`config.mk`:
```
export PLATFORM = sky130hd
export DESIGN_NAME = resp_request_framer_top_flat
export DESIGN_NICKNAME = d
export VERILOG_FILES = /design/src/design/rrf_pkg.sv /design/src/design/rrf_ifs.sv /design/src/design/rrf_front.sv /design/src/design/rrf_queue.sv /design/src/design/rrf_back.sv /design/src/design/resp_request_framer_top.sv /design/src/flat_wrapper.sv
export SDC_FILE = /design/constraint.sdc
export NUM_CORES = 1
export LEC_CHECK = 0
export BUFFER_PORTS_ARGS = -buffer_cell sky130_fd_sc_hd__buf_2
export CAP_MARGIN = 10
export CORE_UTILIZATION = 60
export DETAILED_ROUTE_END_ITERATION = 8
export PLACE_DENSITY_LB_ADDON = 0.12
export SKIP_LAST_GASP = 1
export SYNTH_ARGS = -nofsm -noshare
export SYNTH_HDL_FRONTEND = slang
export SYNTH_HIERARCHICAL = 1
export SYNTH_SLANG_ARGS = --single-unit
```
`constraint.sdc`:
```
create_clock -name clk -period 6.2 [get_ports clk]
set_clock_uncertainty 0.15 [all_clocks]
set_input_delay 0 -clock clk [delete_from_list [all_inputs] [get_ports clk]]
set_output_delay 0 -clock clk [all_outputs]
set_load 0.005 [all_outputs]
```
`src/design/rrf_pkg.sv`:
```
// shared types and constants of the resp request framer
package rrf_pkg;

  localparam logic [7:0] CH_CR       = 8'h0D;
  localparam logic [7:0] CH_LF       = 8'h0A;
  localparam logic [7:0] MARK_SIMPLE = 8'h2B;
  localparam logic [7:0] MARK_BULK   = 8'h24;
  localparam logic [7:0] MARK_ARRAY  = 8'h2A;
  localparam logic [7:0] CH_DIGIT0   = 8'h30;
  localparam logic [7:0] CH_DIGIT9   = 8'h39;

  localparam logic [1:0] EV_BYTE     = 2'd0;
  localparam logic [1:0] EV_WORD_END = 2'd1;
  localparam logic [1:0] EV_CMD_END  = 2'd2;
  localparam logic [1:0] EV_ERROR    = 2'd3;

  localparam logic [1:0] CK_SIMPLE   = 2'd0;
  localparam logic [1:0] CK_BULK     = 2'd1;
  localparam logic [1:0] CK_ARRAY    = 2'd2;

  localparam int QDEPTH = 4;
  localparam int QAW    = 2;

  typedef struct packed {
    logic [1:0]  event_kind;
    logic [7:0]  payload;
    logic        word_first;
    logic [9:0]  word_number;
    logic [1:0]  command_kind;
    logic [15:0] command_bytes;
  } ev_t;

  // one queue entry holds the results of one byte
  typedef struct packed {
    logic two;
    ev_t  ev0;
    ev_t  ev1;
  } entry_t;

  typedef struct packed {
    logic   empty;
    entry_t head;
  } q_head_t;

endpackage

```
`src/design/rrf_ifs.sv`:
```
// byte input and event output channel interfaces
interface rrf_in_if;
  logic       valid;
  logic       ready;
  logic [7:0] data_byte;

  modport source (output valid, output data_byte, input ready);
  modport sink (input valid, input data_byte, output ready);
endinterface

interface rrf_out_if;
  logic        valid;
  logic        ready;
  logic [1:0]  event_kind;
  logic [7:0]  payload;
  logic        word_first;
  logic [9:0]  word_number;
  logic [1:0]  command_kind;
  logic [15:0] command_bytes;
  logic        last_result;

  modport source (output valid, output event_kind, output payload, output word_first,
                  output word_number, output command_kind, output command_bytes,
                  output last_result, input ready);
  modport sink (input valid, input event_kind, input payload, input word_first,
                input word_number, input command_kind, input command_bytes,
                input last_result, output ready);
endinterface

```
`src/design/rrf_front.sv`:
```
// front end: parses one byte per cycle while the queue is not full and builds the events it causes
module rrf_front #(
  parameter int MAX_ELEMENTS = 1024,
  parameter int COUNT_BITS   = 16
) (
  input  logic              clk,
  input  logic              rst_n,
  input  logic              in_valid,
  input  logic [7:0]        in_data,
  output logic              in_ready,
  input  logic              q_full,
  output logic              push,
  output rrf_pkg::entry_t   push_entry
);

  localparam int EC_W = $clog2(MAX_ELEMENTS + 1);
  localparam int LL_W = EC_W + 1;
  localparam int V_W  = EC_W + 4;
  localparam int CW   = COUNT_BITS;
  localparam logic [CW+15:0] SAT16 = (CW + 16)'(17'h0FFFF);
  localparam logic [V_W-1:0] MAX_V = V_W'(MAX_ELEMENTS);

  localparam logic [2:0] M_IDLE      = 3'd0;
  localparam logic [2:0] M_SIMPLE    = 3'd1;
  localparam logic [2:0] M_BULK_HDR  = 3'd2;
  localparam logic [2:0] M_BULK_DATA = 3'd3;
  localparam logic [2:0] M_CNT_EMPTY = 3'd4;
  localparam logic [2:0] M_CNT       = 3'd5;
  localparam logic [2:0] M_BODY      = 3'd6;

  logic [2:0]      mode_r, mode_nxt;
  logic            pend_r, pend_nxt;
  logic [EC_W-1:0] ec_r, ec_nxt;
  logic [LL_W-1:0] ll_r, ll_nxt;
  logic            liw_r, liw_nxt;
  logic            aws_r, aws_nxt;
  logic [9:0]      wc_r, wc_nxt;
  logic [CW-1:0]   bc_r, bc_nxt;
  logic [1:0]      kind_r, kind_nxt;

  logic [CW-1:0]   bc_inc;
  logic [CW+15:0]  bc_ext;
  logic [15:0]     bytes_sat;
  logic [V_W-1:0]  v;
  logic [LL_W-1:0] ll_dec;
  logic            accept;
  logic            is_word;
  logic            line_end;
  logic [1:0]      n;
  rrf_pkg::ev_t    ev0, ev1;

  function automatic rrf_pkg::ev_t mk_ev(input logic [1:0] kind, input logic [7:0] pay,
                                         input logic first, input logic [9:0] wn,
                                         input logic [1:0] ck, input logic [15:0] bytes);
    rrf_pkg::ev_t e;
    e.event_kind    = kind;
    e.payload       = pay;
    e.word_first    = first;
    e.word_number   = wn;
    e.command_kind  = ck;
    e.command_bytes = bytes;
    return e;
  endfunction

  assign in_ready = !q_full;
  assign accept   = in_valid && in_ready;

  always_comb begin
    mode_nxt = mode_r;
    pend_nxt = pend_r;
    ec_nxt   = ec_r;
    ll_nxt   = ll_r;
    liw_nxt  = liw_r;
    aws_nxt  = aws_r;
    wc_nxt   = wc_r;
    bc_nxt   = bc_r;
    kind_nxt = kind_r;
    ev0      = '0;
    ev1      = '0;
    n        = 2'd0;
    is_word  = 1'b0;
    line_end = 1'b0;

    bc_inc    = (bc_r == {CW{1'b1}}) ? bc_r : bc_r + CW'(1);
    bc_ext    = {16'd0, bc_inc};
    bytes_sat = (bc_ext > SAT16) ? 16'hFFFF : bc_ext[15:0];
    v         = (V_W'(ec_r) << 3) + (V_W'(ec_r) << 1) + V_W'(in_data[3:0]);
    ll_dec    = (ll_r != '0) ? ll_r - LL_W'(1) : ll_r;

    if (accept) begin
      if (mode_r == M_IDLE) begin
        if (in_data inside {rrf_pkg::MARK_SIMPLE, rrf_pkg::MARK_BULK, rrf_pkg::MARK_ARRAY}) begin
          bc_nxt  = CW'(1);
          wc_nxt  = 10'd0;
          aws_nxt = 1'b1;
          pend_nxt = 1'b0;
          liw_nxt = 1'b0;
          ec_nxt  = '0;
          ll_nxt  = '0;
          case (in_data)
            rrf_pkg::MARK_SIMPLE: begin
              kind_nxt = rrf_pkg::CK_SIMPLE;
              mode_nxt = M_SIMPLE;
            end
            rrf_pkg::MARK_BULK: begin
              kind_nxt = rrf_pkg::CK_BULK;
              mode_nxt = M_BULK_HDR;
            end
            default: begin
              kind_nxt = rrf_pkg::CK_ARRAY;
              mode_nxt = M_CNT_EMPTY;
            end
          endcase
        end
      end else begin
        bc_nxt = bc_inc;
        case (mode_r)
          M_SIMPLE, M_BULK_DATA, M_BULK_HDR, M_BODY: begin
            is_word = (mode_r == M_SIMPLE) || (mode_r == M_BULK_DATA) ||
                      ((mode_r == M_BODY) && liw_r);
            if (pend_r) begin
              if (in_data == rrf_pkg::CH_LF) begin
                pend_nxt = 1'b0;
                line_end = 1'b1;
              end else begin
                // lone cr goes out as data, then the byte after it unless that is another cr
                if (is_word) begin
                  ev0 = mk_ev(rrf_pkg::EV_BYTE, rrf_pkg::CH_CR, aws_r, wc_r, kind_r, 16'd0);
                  n = 2'd1;
                  aws_nxt = 1'b0;
                end
                if (in_data != rrf_pkg::CH_CR) begin
                  pend_nxt = 1'b0;
                  if (is_word) begin
                    ev1 = mk_ev(rrf_pkg::EV_BYTE, in_data, 1'b0, wc_r, kind_r, 16'd0);
                    n = 2'd2;
                  end
                end
              end
            end else if (in_data == rrf_pkg::CH_CR) begin
              pend_nxt = 1'b1;
            end else if (is_word) begin
              ev0 = mk_ev(rrf_pkg::EV_BYTE, in_data, aws_r, wc_r, kind_r, 16'd0);
              n = 2'd1;
              aws_nxt = 1'b0;
            end

            if (line_end) begin
              if (mode_r == M_BULK_HDR) begin
                mode_nxt = M_BULK_DATA;
              end else if (mode_r == M_BODY) begin
                ll_nxt  = ll_dec;
                liw_nxt = !liw_r;
                if (liw_r) begin
                  ev0 = mk_ev(rrf_pkg::EV_WORD_END, 8'd0, 1'b0, wc_r, kind_r, 16'd0);
                  n = 2'd1;
                  wc_nxt = wc_r + 10'd1;
                  aws_nxt = 1'b1;
                end
                if (ll_dec == '0) begin
                  if (liw_r) begin
                    ev1 = mk_ev(rrf_pkg::EV_CMD_END, 8'd0, 1'b0, 10'd0, kind_r, bytes_sat);
                    n = 2'd2;
                  end else begin
                    ev0 = mk_ev(rrf_pkg::EV_CMD_END, 8'd0, 1'b0, 10'd0, kind_r, bytes_sat);
                    n = 2'd1;
                  end
                  mode_nxt = M_IDLE;
                  pend_nxt = 1'b0;
                end
              end else begin
                ev0 = mk_ev(rrf_pkg::EV_WORD_END, 8'd0, 1'b0, wc_r, kind_r, 16'd0);
                ev1 = mk_ev(rrf_pkg::EV_CMD_END, 8'd0, 1'b0, 10'd0, kind_r, bytes_sat);
                n = 2'd2;
                wc_nxt = wc_r + 10'd1;
                aws_nxt = 1'b1;
                mode_nxt = M_IDLE;
                pend_nxt = 1'b0;
              end
            end
          end
          M_CNT_EMPTY, M_CNT: begin
            if (pend_r) begin
              pend_nxt = 1'b0;
              if (in_data != rrf_pkg::CH_LF) begin
                ev0 = mk_ev(rrf_pkg::EV_ERROR, 8'd0, 1'b0, 10'd0, kind_r, 16'd0);
                n = 2'd1;
                mode_nxt = M_IDLE;
              end else begin
                ll_nxt  = {ec_r, 1'b0};
                liw_nxt = 1'b0;
                if (ec_r == '0) begin
                  ev0 = mk_ev(rrf_pkg::EV_CMD_END, 8'd0, 1'b0, 10'd0, kind_r, bytes_sat);
                  n = 2'd1;
                  mode_nxt = M_IDLE;
                end else begin
                  mode_nxt = M_BODY;
                end
              end
            end else if (in_data == rrf_pkg::CH_CR) begin
              if (mode_r == M_CNT_EMPTY) begin
                ev0 = mk_ev(rrf_pkg::EV_ERROR, 8'd0, 1'b0, 10'd0, kind_r, 16'd0);
                n = 2'd1;
                mode_nxt = M_IDLE;
              end else begin
                pend_nxt = 1'b1;
              end
            end else if (in_data inside {[rrf_pkg::CH_DIGIT0:rrf_pkg::CH_DIGIT9]}) begin
              if (v > MAX_V) begin
                ev0 = mk_ev(rrf_pkg::EV_ERROR, 8'd0, 1'b0, 10'd0, kind_r, 16'd0);
                n = 2'd1;
                mode_nxt = M_IDLE;
              end else begin
                ec_nxt   = v[EC_W-1:0];
                mode_nxt = M_CNT;
              end
            end else begin
              ev0 = mk_ev(rrf_pkg::EV_ERROR, 8'd0, 1'b0, 10'd0, kind_r, 16'd0);
              n = 2'd1;
              mode_nxt = M_IDLE;
            end
          end
          default: begin
            mode_nxt = M_IDLE;
            pend_nxt = 1'b0;
          end
        endcase
      end
    end
  end

  assign push           = accept && (n != 2'd0);
  assign push_entry.two = (n == 2'd2);
  assign push_entry.ev0 = ev0;
  assign push_entry.ev1 = ev1;

  always_ff @(posedge clk) begin
    if (!rst_n) begin
      mode_r <= M_IDLE;
      pend_r <= 1'b0;
      ec_r   <= '0;
      ll_r   <= '0;
      liw_r  <= 1'b0;
      aws_r  <= 1'b1;
      wc_r   <= 10'd0;
      bc_r   <= '0;
      kind_r <= rrf_pkg::CK_SIMPLE;
    end else begin
      mode_r <= mode_nxt;
      pend_r <= pend_nxt;
      ec_r   <= ec_nxt;
      ll_r   <= ll_nxt;
      liw_r  <= liw_nxt;
      aws_r  <= aws_nxt;
      wc_r   <= wc_nxt;
      bc_r   <= bc_nxt;
      kind_r <= kind_nxt;
    end
  end

endmodule

```
`src/design/rrf_queue.sv`:
```
// small fifo of per-byte event entries between front and back
module rrf_queue (
  input  logic              clk,
  input  logic              rst_n,
  input  logic              push,
  input  rrf_pkg::entry_t   push_entry,
  input  logic              pop,
  output logic              full,
  output rrf_pkg::q_head_t  head
);

  rrf_pkg::entry_t              mem_r [rrf_pkg::QDEPTH];
  logic [rrf_pkg::QAW-1:0]      wp_r, wp_nxt;
  logic [rrf_pkg::QAW-1:0]      rp_r, rp_nxt;
  logic [rrf_pkg::QAW:0]        cnt_r, cnt_nxt;

  assign full       = (cnt_r == (rrf_pkg::QAW + 1)'(rrf_pkg::QDEPTH));
  assign head.empty = (cnt_r == '0);
  assign head.head  = mem_r[rp_r];

  always_comb begin
    wp_nxt  = push ? wp_r + 1'b1 : wp_r;
    rp_nxt  = pop ? rp_r + 1'b1 : rp_r;
    cnt_nxt = cnt_r + (rrf_pkg::QAW + 1)'(push) - (rrf_pkg::QAW + 1)'(pop);
  end

  always_ff @(posedge clk) begin
    if (push) begin
      mem_r[wp_r] <= push_entry;
    end
  end

  always_ff @(posedge clk) begin
    if (!rst_n) begin
      wp_r  <= '0;
      rp_r  <= '0;
      cnt_r <= '0;
    end else begin
      wp_r  <= wp_nxt;
      rp_r  <= rp_nxt;
      cnt_r <= cnt_nxt;
    end
  end

endmodule

```
`src/design/rrf_back.sv`:
```
// back end: sends the one or two events of each queue entry in order
module rrf_back (
  input  logic              clk,
  input  logic              rst_n,
  input  rrf_pkg::q_head_t  head,
  output logic              pop,
  output logic              out_valid,
  input  logic              out_ready,
  output rrf_pkg::ev_t      out_ev,
  output logic              out_last
);

  logic sel_r, sel_nxt;
  logic fire;

  assign out_valid = !head.empty;
  assign out_ev    = sel_r ? head.head.ev1 : head.head.ev0;
  assign out_last  = !head.head.two || sel_r;
  assign fire      = out_valid && out_ready;
  assign pop       = fire && out_last;

  always_comb begin
    sel_nxt = sel_r;
    if (fire) begin
      sel_nxt = !out_last;
    end
  end

  always_ff @(posedge clk) begin
    if (!rst_n) begin
      sel_r <= 1'b0;
    end else begin
      sel_r <= sel_nxt;
    end
  end

endmodule

```
`src/design/resp_request_framer_top.sv`:
```
// a byte's events are registered in the event queue and offered after any earlier entries
// throughput: one byte per cycle while the output is ready and no byte causes two events;
//   a two-event byte holds its entry until both go out; a 4-entry queue absorbs this
// input stalls only when the event queue is full
// reset: synchronous active-low, parser returns to idle and the queue empties
module resp_request_framer_top #(
  parameter int MAX_ELEMENTS = 1024,
  parameter int COUNT_BITS   = 16
) (
  input  logic         clk,
  input  logic         rst_n,
  rrf_in_if.sink       in_ch,
  rrf_out_if.source    out_ch
);

  logic              q_full;
  logic              push;
  logic              pop;
  rrf_pkg::entry_t   push_entry;
  rrf_pkg::q_head_t  head;
  rrf_pkg::ev_t      out_ev;
  logic              out_last;
  logic              out_valid;
  logic              in_ready;

  rrf_front #(
    .MAX_ELEMENTS (MAX_ELEMENTS),
    .COUNT_BITS   (COUNT_BITS)
  ) u_front (
    .clk        (clk),
    .rst_n      (rst_n),
    .in_valid   (in_ch.valid),
    .in_data    (in_ch.data_byte),
    .in_ready   (in_ready),
    .q_full     (q_full),
    .push       (push),
    .push_entry (push_entry)
  );

  rrf_queue u_queue (
    .clk        (clk),
    .rst_n      (rst_n),
    .push       (push),
    .push_entry (push_entry),
    .pop        (pop),
    .full       (q_full),
    .head       (head)
  );

  rrf_back u_back (
    .clk       (clk),
    .rst_n     (rst_n),
    .head      (head),
    .pop       (pop),
    .out_valid (out_valid),
    .out_ready (out_ch.ready),
    .out_ev    (out_ev),
    .out_last  (out_last)
  );

  assign in_ch.ready          = in_ready;
  assign out_ch.valid         = out_valid;
  assign out_ch.event_kind    = out_ev.event_kind;
  assign out_ch.payload       = out_ev.payload;
  assign out_ch.word_first    = out_ev.word_first;
  assign out_ch.word_number   = out_ev.word_number;
  assign out_ch.command_kind  = out_ev.command_kind;
  assign out_ch.command_bytes = out_ev.command_bytes;
  assign out_ch.last_result   = out_last;

endmodule

```
`src/flat_wrapper.sv`:
```
// flat-port wrapper written by rule: the top's interface ports become plain ports
module resp_request_framer_top_flat 
#(
  parameter int MAX_ELEMENTS = 1024,
  parameter int COUNT_BITS   = 16
)
  (clk, rst_n, in_ch_valid, in_ch_data_byte, in_ch_ready, out_ch_valid, out_ch_event_kind, out_ch_payload, out_ch_word_first, out_ch_word_number, out_ch_command_kind, out_ch_command_bytes, out_ch_last_result, out_ch_ready);
  rrf_in_if in_ch_i ();
  rrf_out_if out_ch_i ();
  input  logic clk;
  input  logic rst_n;
  input wire logic [$bits(in_ch_i.valid)-1:0] in_ch_valid;
  input wire logic [$bits(in_ch_i.data_byte)-1:0] in_ch_data_byte;
  output wire logic [$bits(in_ch_i.ready)-1:0] in_ch_ready;
  output wire logic [$bits(out_ch_i.valid)-1:0] out_ch_valid;
  output wire logic [$bits(out_ch_i.event_kind)-1:0] out_ch_event_kind;
  output wire logic [$bits(out_ch_i.payload)-1:0] out_ch_payload;
  output wire logic [$bits(out_ch_i.word_first)-1:0] out_ch_word_first;
  output wire logic [$bits(out_ch_i.word_number)-1:0] out_ch_word_number;
  output wire logic [$bits(out_ch_i.command_kind)-1:0] out_ch_command_kind;
  output wire logic [$bits(out_ch_i.command_bytes)-1:0] out_ch_command_bytes;
  output wire logic [$bits(out_ch_i.last_result)-1:0] out_ch_last_result;
  input wire logic [$bits(out_ch_i.ready)-1:0] out_ch_ready;
  assign in_ch_i.valid = in_ch_valid;
  assign in_ch_i.data_byte = in_ch_data_byte;
  assign in_ch_ready = in_ch_i.ready;
  assign out_ch_valid = out_ch_i.valid;
  assign out_ch_event_kind = out_ch_i.event_kind;
  assign out_ch_payload = out_ch_i.payload;
  assign out_ch_word_first = out_ch_i.word_first;
  assign out_ch_word_number = out_ch_i.word_number;
  assign out_ch_command_kind = out_ch_i.command_kind;
  assign out_ch_command_bytes = out_ch_i.command_bytes;
  assign out_ch_last_result = out_ch_i.last_result;
  assign out_ch_i.ready = out_ch_ready;
  resp_request_framer_top #(.MAX_ELEMENTS(MAX_ELEMENTS), .COUNT_BITS(COUNT_BITS)) u_core (.clk(clk), .rst_n(rst_n), .in_ch(in_ch_i), .out_ch(out_ch_i));
endmodule
```
==> summary.txt, run 1 <==
Synthesis
  – Sequential area share after synthesis: 0.6324
  – Synth Flop Type: edfxtp_1
  – Synth cell types: 81
  – Cells after synthesis: 1163
  – Avg Cell Area, Syn: around 15 um2
  – FFs w/ async S/R, synth: 0
  – EDFF count, synth: about 320
  – Warnings, synthesis: 6
  – Register bit total from synthesis: 383
  – Netlist Area Pre-Place: between 15000 and 20000 um2

Detailed routing
  – DR iter-0 viols: 930
  – DRC viols: 0
  – Vias per inst: roughly 6.2
  – Wirelength per Cell: around 21 um
  – Final wirelength: 34.15 mm
  – Drt pass-1 iters: 5
  – Post-route antenna net violation count: 0
  – Routed vias: roughly 10000

Timing
  – Least-Margin Pin Slew: around 1000 ps
  – Final setup viols: 0
  – Fmax: roughly 200 MHz
  – Period utilisation layout: 0.8136
  – Relative slew slack: 0.3244
  – Max-slew violations: 0
  – Setup TNS: 0 ps
  – Final hold vios: 0
  – Hold_ws: around 180 ps
  – Min cycle time layout: approximately 5000 ps
  – RSZ-0062 raised after global routing: no

Floorplan
  – Initial Util: 0.6131
  – Die Area: 29220 um2
  – Core area: roughly 28000 um2
  – FP Rows: between 60 and 70
  – Num ports: 54
  – Die Wd: approximately 170 um
  – Die Y: around 170 um

Clock network
  – Skew-Pair Late Insertion Delay: between 500 and 600 ps
  – Hold-fix buffers at CTS: 14
  – Clk buf depth: 3
  – Post-CTS setup buffers: 0
  – Root buf cell: clkbuf_16
  – H-tree Lvls: 2
  – Clk slew on worst S/H paths: about 60 ps
  – CTS tree: yes
  – CTS sink cnt: 383
  – CTS Buf Count: 39
  – Post_cts resized: 0

Critical path
  – CP required: around 6500 ps
  – CP cell instances: inv_1 -> fa_1 -> inv_1 -> ha_1 -> a211oi_1 -> o21ai_0 -> o2bb2ai_1 -> o221ai_1 -> o31ai_1 -> a31o_2 -> o211ai_1 -> and2_1 -> ha_1 -> fa_1 -> xor3_1 -> nor2_1
  – Crit start category: flop
  – Crit path DAT: around 5300 ps
  – Slowest stage delay, CP: about 600 ps
  – Slowest-stage cell, CP: a211oi_1
  – CP delay by family, top: compound AO/OA/AOI/OAI gates
  – CP max FO: 7
  – WP buf/inv: 2
  – CP endpoint kind: flop
  – Setup CP Type: flop to flop

Job
  – Max-capacitance violation count: 0

Layout
  – Area Overhead vs Synth: 11.40%
  – Final Cell Area: roughly 19000 um2
  – Fillers: roughly 2000
  – NumNets Final: 1268
  – Commonest non-fill, non-tap cell in the layout: edfxtp_1
  – ANT cells: 0
  – Share of layout cells above drive strength 1: 0.2054
  – Commonest non-fill, non-tap cells in the layout: edfxtp_1, nor2_1, mux4_2

GRT
  – Initial antenna violation count: 1
  – First-pass GRT wire length: ~54 mm
  – GRT Overall Usage: 0.2433
  – Largest net degree at the start of global routing: 58
  – Vias in the first global route: around 10000
  – GRT Residual Overflow: 0

Placed design
  – Port Buffer Count: 53
  – Area post-placement: approximately 18000 um2
  – Final RePlAce weighted congestion: around 0.9
  – Hpwl dp: 20.71 mm

Power and ir drop
  – Peak supply drop: between 0.15 and 0.2 mV
  – Leakage: roughly 0.0064 uW
  – Power Density: slightly above 300 nW/um2
  – Total power: slightly below 6000 uW

Outcome
  – Run status: complete, no violations

Worst hold path
  – Hold crit path type: input port to flop
[power breakdown]
part	leakage [uW]	total [uW]	internal (uW)	switching, uW
Sequential	0.00361	2840	2780	64.6
Clock	0.000615	2290	1350	936
Combinational	0.00216	810	414	396
[flip-flops by register name, summed over array words and instances, names as in the netlist, named ones only]
register	count
u_core/u_front/liw_r	1
u_core/u_queue/cnt_r	3
u_core/u_front/kind_r	2
u_core/u_front/ec_r	11
u_core/u_front/pend_r	1
u_core/u_queue/rp_r	2
u_core/u_queue/wp_r	2
u_core/u_back/sel_r	1
u_core/u_front/ll_r	12
u_core/u_front/aws_r	1
u_core/u_front/bc_r	16
u_core/u_front/wc_r	10
u_core/u_front/mode_r	3
u_core/u_queue/mem_r	316
[synth_stat cells (7+ instances only)]
master | count | share of area
edfxtp_1 | 316 | 0.55
nor2_1 | 116 | 0.025
mux4_2 | 79 | 0.10
dfxtp_1 | 67 | 0.078
nand2_1 | 48 | 0.011
and2_1 | 46 | 0.017
a21oi_1 | 41 | 0.012
clkbuf_1 | 38 | 0.0083
o21ai_0 | 37 | 0.011
ha_1 | 31 | 0.023
mux2_2 | 30 | 0.020
inv_1 | 26 | 0.0057
nor3_1 | 20 | 0.0058
nand3_1 | 19 | 0.0056
a211oi_1 | 13 | 0.0057
xnor2_1 | 13 | 0.0066
buf_2 | 12 | 0.0035
or3_1 | 11 | 0.0040
mux2_4 | 10 | 0.0088
xor2_1 | 10 | 0.0051
and3_1 | 9 | 0.0033
nand2b_1 | 9 | 0.0033
a22o_1 | 8 | 0.0041
mux2i_1 | 8 | 0.0047
nand4_1 | 8 | 0.0029
nor2b_1 | 8 | 0.0029
nor4_1 | 8 | 0.0029
nand3b_1 | 7 | 0.0031
o22ai_1 | 7 | 0.0026
[metal layers]
metal  GRT usage  vias to the layer above  part of all wire
li1            -                     4626                 -
met1      0.3368                     5086              0.43
met2      0.4075                      294              0.49
met3     0.03447                       59             0.055
met4     0.06444                        0             0.019
met5           0                        -                 0
[kinds of logic (layout without fill, tap and decap cells)]
logic type               Yosys count  count (layout)  share of synthesized area
AO/OA/AOI/OAI                    172             172                    0.06692
XOR/XNOR                          24              24                    0.01315
adder cells (fa/ha/maj)           34              34                    0.02615
buffers and inverters             90             177                    0.02645
flip-flops                       383             383                     0.6324
multiplexers                     127             127                     0.1371
other                              1               2                  0.0002190
AND/OR/NAND/NOR                  332             332                    0.09768
[tightest hold or removal path, delay by kind of cell]
family | cells | cell delay [ps]
and+or+nand+nor | 2 | 390
AOI/OAI and AO/OA | 2 | 320
buffers and inverters | 1 | 100
[worst paths after layout]
kind / cells after the start / end / start / slack, ps
max: 16 / u_core/u_queue/cnt_r[2]$_SDFF_PN0_ / u_core/u_front/ec_r[0]$_SDFFE_PN0P_ / 1160
min: 5 / u_core/u_front/bc_r[9]$_SDFFE_PN0P_ / in_ch_valid / 180
max reg2reg: 16 / u_core/u_queue/cnt_r[2]$_SDFF_PN0_ / u_core/u_front/ec_r[0]$_SDFFE_PN0P_ / 1160
min reg2reg: 2 / u_core/u_front/aws_r$_SDFFE_PN1P_ / u_core/u_front/aws_r$_SDFFE_PN1P_ / 350
[through the flow]
stage	setup WS (ps)	cells	util
6_report	1156	1629	0.6830
5_1_grt	845.7	1629	0.6830
4_1_cts	1188	1629	0.6830
3_3_place_gp	1374	1545	0.6329
2_1_floorplan	755.2	1164	-
3_5_place_dp	1211	1545	0.6329
[cell type report]
| class | instances | area [um2] | area share |
|---|---|---|---|
| Sequential cell | 383 | 10840 | 0.5681 |
| Multi-Input combinational cell | 691 | 5857 | 0.3070 |
| Clock buffer | 50 | 1037 | 0.05437 |
| Timing Repair Buffer | 79 | 545.5 | 0.02859 |
| Tap cell | 378 | 473.0 | 0.02479 |
| Clock inverter | 20 | 221.5 | 0.01161 |
| Inverter | 28 | 105.1 | 0.005509 |
Power figures use the tool's default switching activity.
==> run 2, diff against run 1 <==
==> constraint.sdc (replaced) <==
create_clock -name clk -period 4.7 [get_ports clk]
set_clock_uncertainty 0.15 [all_clocks]
set_input_delay 0 -clock clk [delete_from_list [all_inputs] [get_ports clk]]
set_output_delay 0 -clock clk [all_outputs]
set_load 0.005 [all_outputs]
==> summary.txt, run 2 (synthesis results as in run 1) <==
Layout
  – Fillers: 1952 (unchanged)
  – Max reg flops: 316 (unchanged)
  – Area Overhead vs Synth: 12.26%
  – Largest registers: u_core/u_queue/mem_r (316), u_core/u_front/bc_r (16), u_core/u_front/ll_r (12)
  – ANT cells: 0 (unchanged)
  – NumNets Final: 1284 (+1.3%)
  – Core Util, Final: 0.6883 (+0.005285)
  – Commonest non-fill, non-tap cells in the layout: edfxtp_1, nor2_1, mux4_2
  – Commonest non-fill, non-tap cell in the layout: edfxtp_1
  – Share of layout cells above drive strength 1: 0.2191 (+0.01363)
  – Top reg by flops: u_core/u_queue/mem_r

Critical path
  – Crit path DAT: 4720 ps (-580 ps)
  – Crit start category: flop
  – CP max FO: 5 (-2)
  – Setup CP Type: flop to flop
  – CP endpoint kind: flop
  – CP required: 4950 ps (-1510 ps)

Timing
  – Max-slew violations: 0 (unchanged)
  – Fmax: 223.8 MHz (+13%)
  – Least-Margin Pin Slew: 1045 ps (+31.79 ps)
  – Final setup viols: 0 (unchanged)
  – Period utilisation layout: 0.9506 (+0.1370)
  – Min cycle time layout: 4468 ps (-576.5 ps)
  – Setup TNS: 0 ps (unchanged)
  – Relative slew slack: 0.3032 (-0.02119)
  – RSZ-0062 raised after global routing: no
  – Final hold vios: 0 (unchanged)

Placed design
  – Final RePlAce weighted congestion: 0.8593 (-4.3%)
  – Hpwl dp: 21.49 mm (+3.8%)
  – Port Buffer Count: 53 (unchanged)

Power and ir drop
  – Power Density: 401.2 nW/um2 (+29%)
  – Peak supply drop: 0.3125 mV (+57%)
  – Leakage: 0.006455 uW (+1.1%)

Floorplan
  – FP Rows: 61 (unchanged)
  – Die Y: 171.0 um (unchanged)
  – Die Area: 29220 um2 (unchanged)
  – Num ports: 54 (unchanged)
  – Initial Util: 0.6131 (unchanged)
  – Core area: 27930 um2 (unchanged)
  – Die Wd: 171.0 um (unchanged)

Detailed routing
  – Final wirelength: 34.11 mm (-0.13%)
  – Post-route antenna net violation count: 0 (unchanged)
  – DR iter-0 viols: 905 (-2.7%)
  – Routed vias: 10050 (-0.13%)
  – Drt pass-1 iters: 5 (unchanged)
  – DRC viols: 0 (unchanged)
  – Wirelength per Cell: 20.71 um (-1.2%)
  – Vias per inst: 6.103 (-1.2%)

Outcome
  – Run status: complete, no violations

Clock network
  – CTS sink cnt: 383 (unchanged)
  – H-tree Lvls: 2 (unchanged)
  – CTS tree: yes
  – Post-CTS setup buffers: 0 (unchanged)
  – Clk slew on worst S/H paths: 60 ps (about the same)
  – Clk buf depth: 3 (unchanged)
  – Root buf cell: clkbuf_16
  – Skew-Pair Late Insertion Delay: 520 ps (about the same)
  – CTS Buf Count: 39 (unchanged)

GRT
  – GRT Residual Overflow: 0 (unchanged)
  – Initial antenna violation count: 0 (-1)
  – First-pass GRT wire length: 54.12 mm (-0.20%)
  – Largest net degree at the start of global routing: 56 (-3.4%)
  – Vias in the first global route: 10090 (-0.29%)
  – GRT Overall Usage: 0.2413 (-0.002031)

Job
  – Max-capacitance violation count: 0 (unchanged)

Worst hold path
  – Hold crit path type: input port to flop
==> run 2: final timing paths <==
kind / startpoint / endpoint / slack [ps] / cells after the start
max: u_core/u_front/ec_r[0]$_SDFFE_PN0P_ / u_core/u_queue/cnt_r[2]$_SDFF_PN0_ / 230 / 16
min reg2reg: u_core/u_front/kind_r[0]$_SDFFE_PN0P_ / u_core/u_front/kind_r[0]$_SDFFE_PN0P_ / 330 / 2
max reg2reg: u_core/u_front/ec_r[0]$_SDFFE_PN0P_ / u_core/u_queue/cnt_r[2]$_SDFF_PN0_ / 230 / 16
min: in_ch_valid / u_core/u_front/bc_r[8]$_SDFFE_PN0P_ / 190 / 5
==> run 2: metrics by stage <==
| step | hold slack (ps) | instances | worst slack [ps] | area [um2] | total power (uW) |
|---|---|---|---|---|---|
| floorplan | -28.29 | 1164 | 108.6 | 17140 | 4652 |
| global placement | 263.8 | 1559 | 132.1 | 17830 | 4894 |
| detailed placement | 266.2 | 1559 | 62.42 | 17830 | 4902 |
| CTS | 151.1 | 1647 | 43.45 | 19200 | 7779 |
| global route | 180.7 | 1647 | 9.113 | 19230 | 8014 |
| finish | 185.6 | 1647 | 232.2 | 19230 | 7713 |
==> run 2: final cells by class <==
class	instances	area, um2	area share
Clock buffer	53	1101	0.05727
Tap cell	378	473.0	0.02460
Timing Repair Buffer	95	720.7	0.03749
Sequential cell	383	10840	0.5638
Inverter	28	105.1	0.005467
Multi-Input combinational cell	691	5877	0.3057
Clock inverter	19	108.9	0.005662
==> run 2: repair_timing <==
| action | 4_1_cts | 5_1_grt |
|---|---|---|
| setup endpoints to repair | 0 | 139 |
| gates resized for setup | 0 | 5 |
| hold buffers | 16 | 0 |
| endpoints found under the hold margin | 89 | 0 |
==> run 2: routing by layer <==
metal | share of wire | wire length (um) | global-route usage | vias to the layer above
li1 | - | - | - | 4674
met1 | 0.44 | 15040 | 0.3342 | 5047
met2 | 0.49 | 16730 | 0.4089 | 275
met3 | 0.051 | 1730 | 0.03331 | 56
met4 | 0.018 | 609 | 0.05396 | 0
met5 | 0 | 0 | 0 | -
==> run 2: report_power, final <==
part | internal, uW | leakage, uW | switching, uW | total, uW
logic | 555 | 0.00226 | 543 | 1100
registers | 3660 | 0.00361 | 75.0 | 3740
clock network | 1650 | 0.000588 | 1220 | 2880
==> run 2: worst max-delay path: stages, from the launching register on <==
cell	delay (ps)
dfxtp_2	350
inv_1	70
fa_1	500
fa_1	460
nand2b_2	230
a21o_1	200
a211oi_2	230
o221ai_1	170
o31ai_1	270
buf_4	180
a31o_2	170
o211ai_1	100
and2_1	210
ha_1	220
fa_1	400
xor3_1	390
nor2_1	40
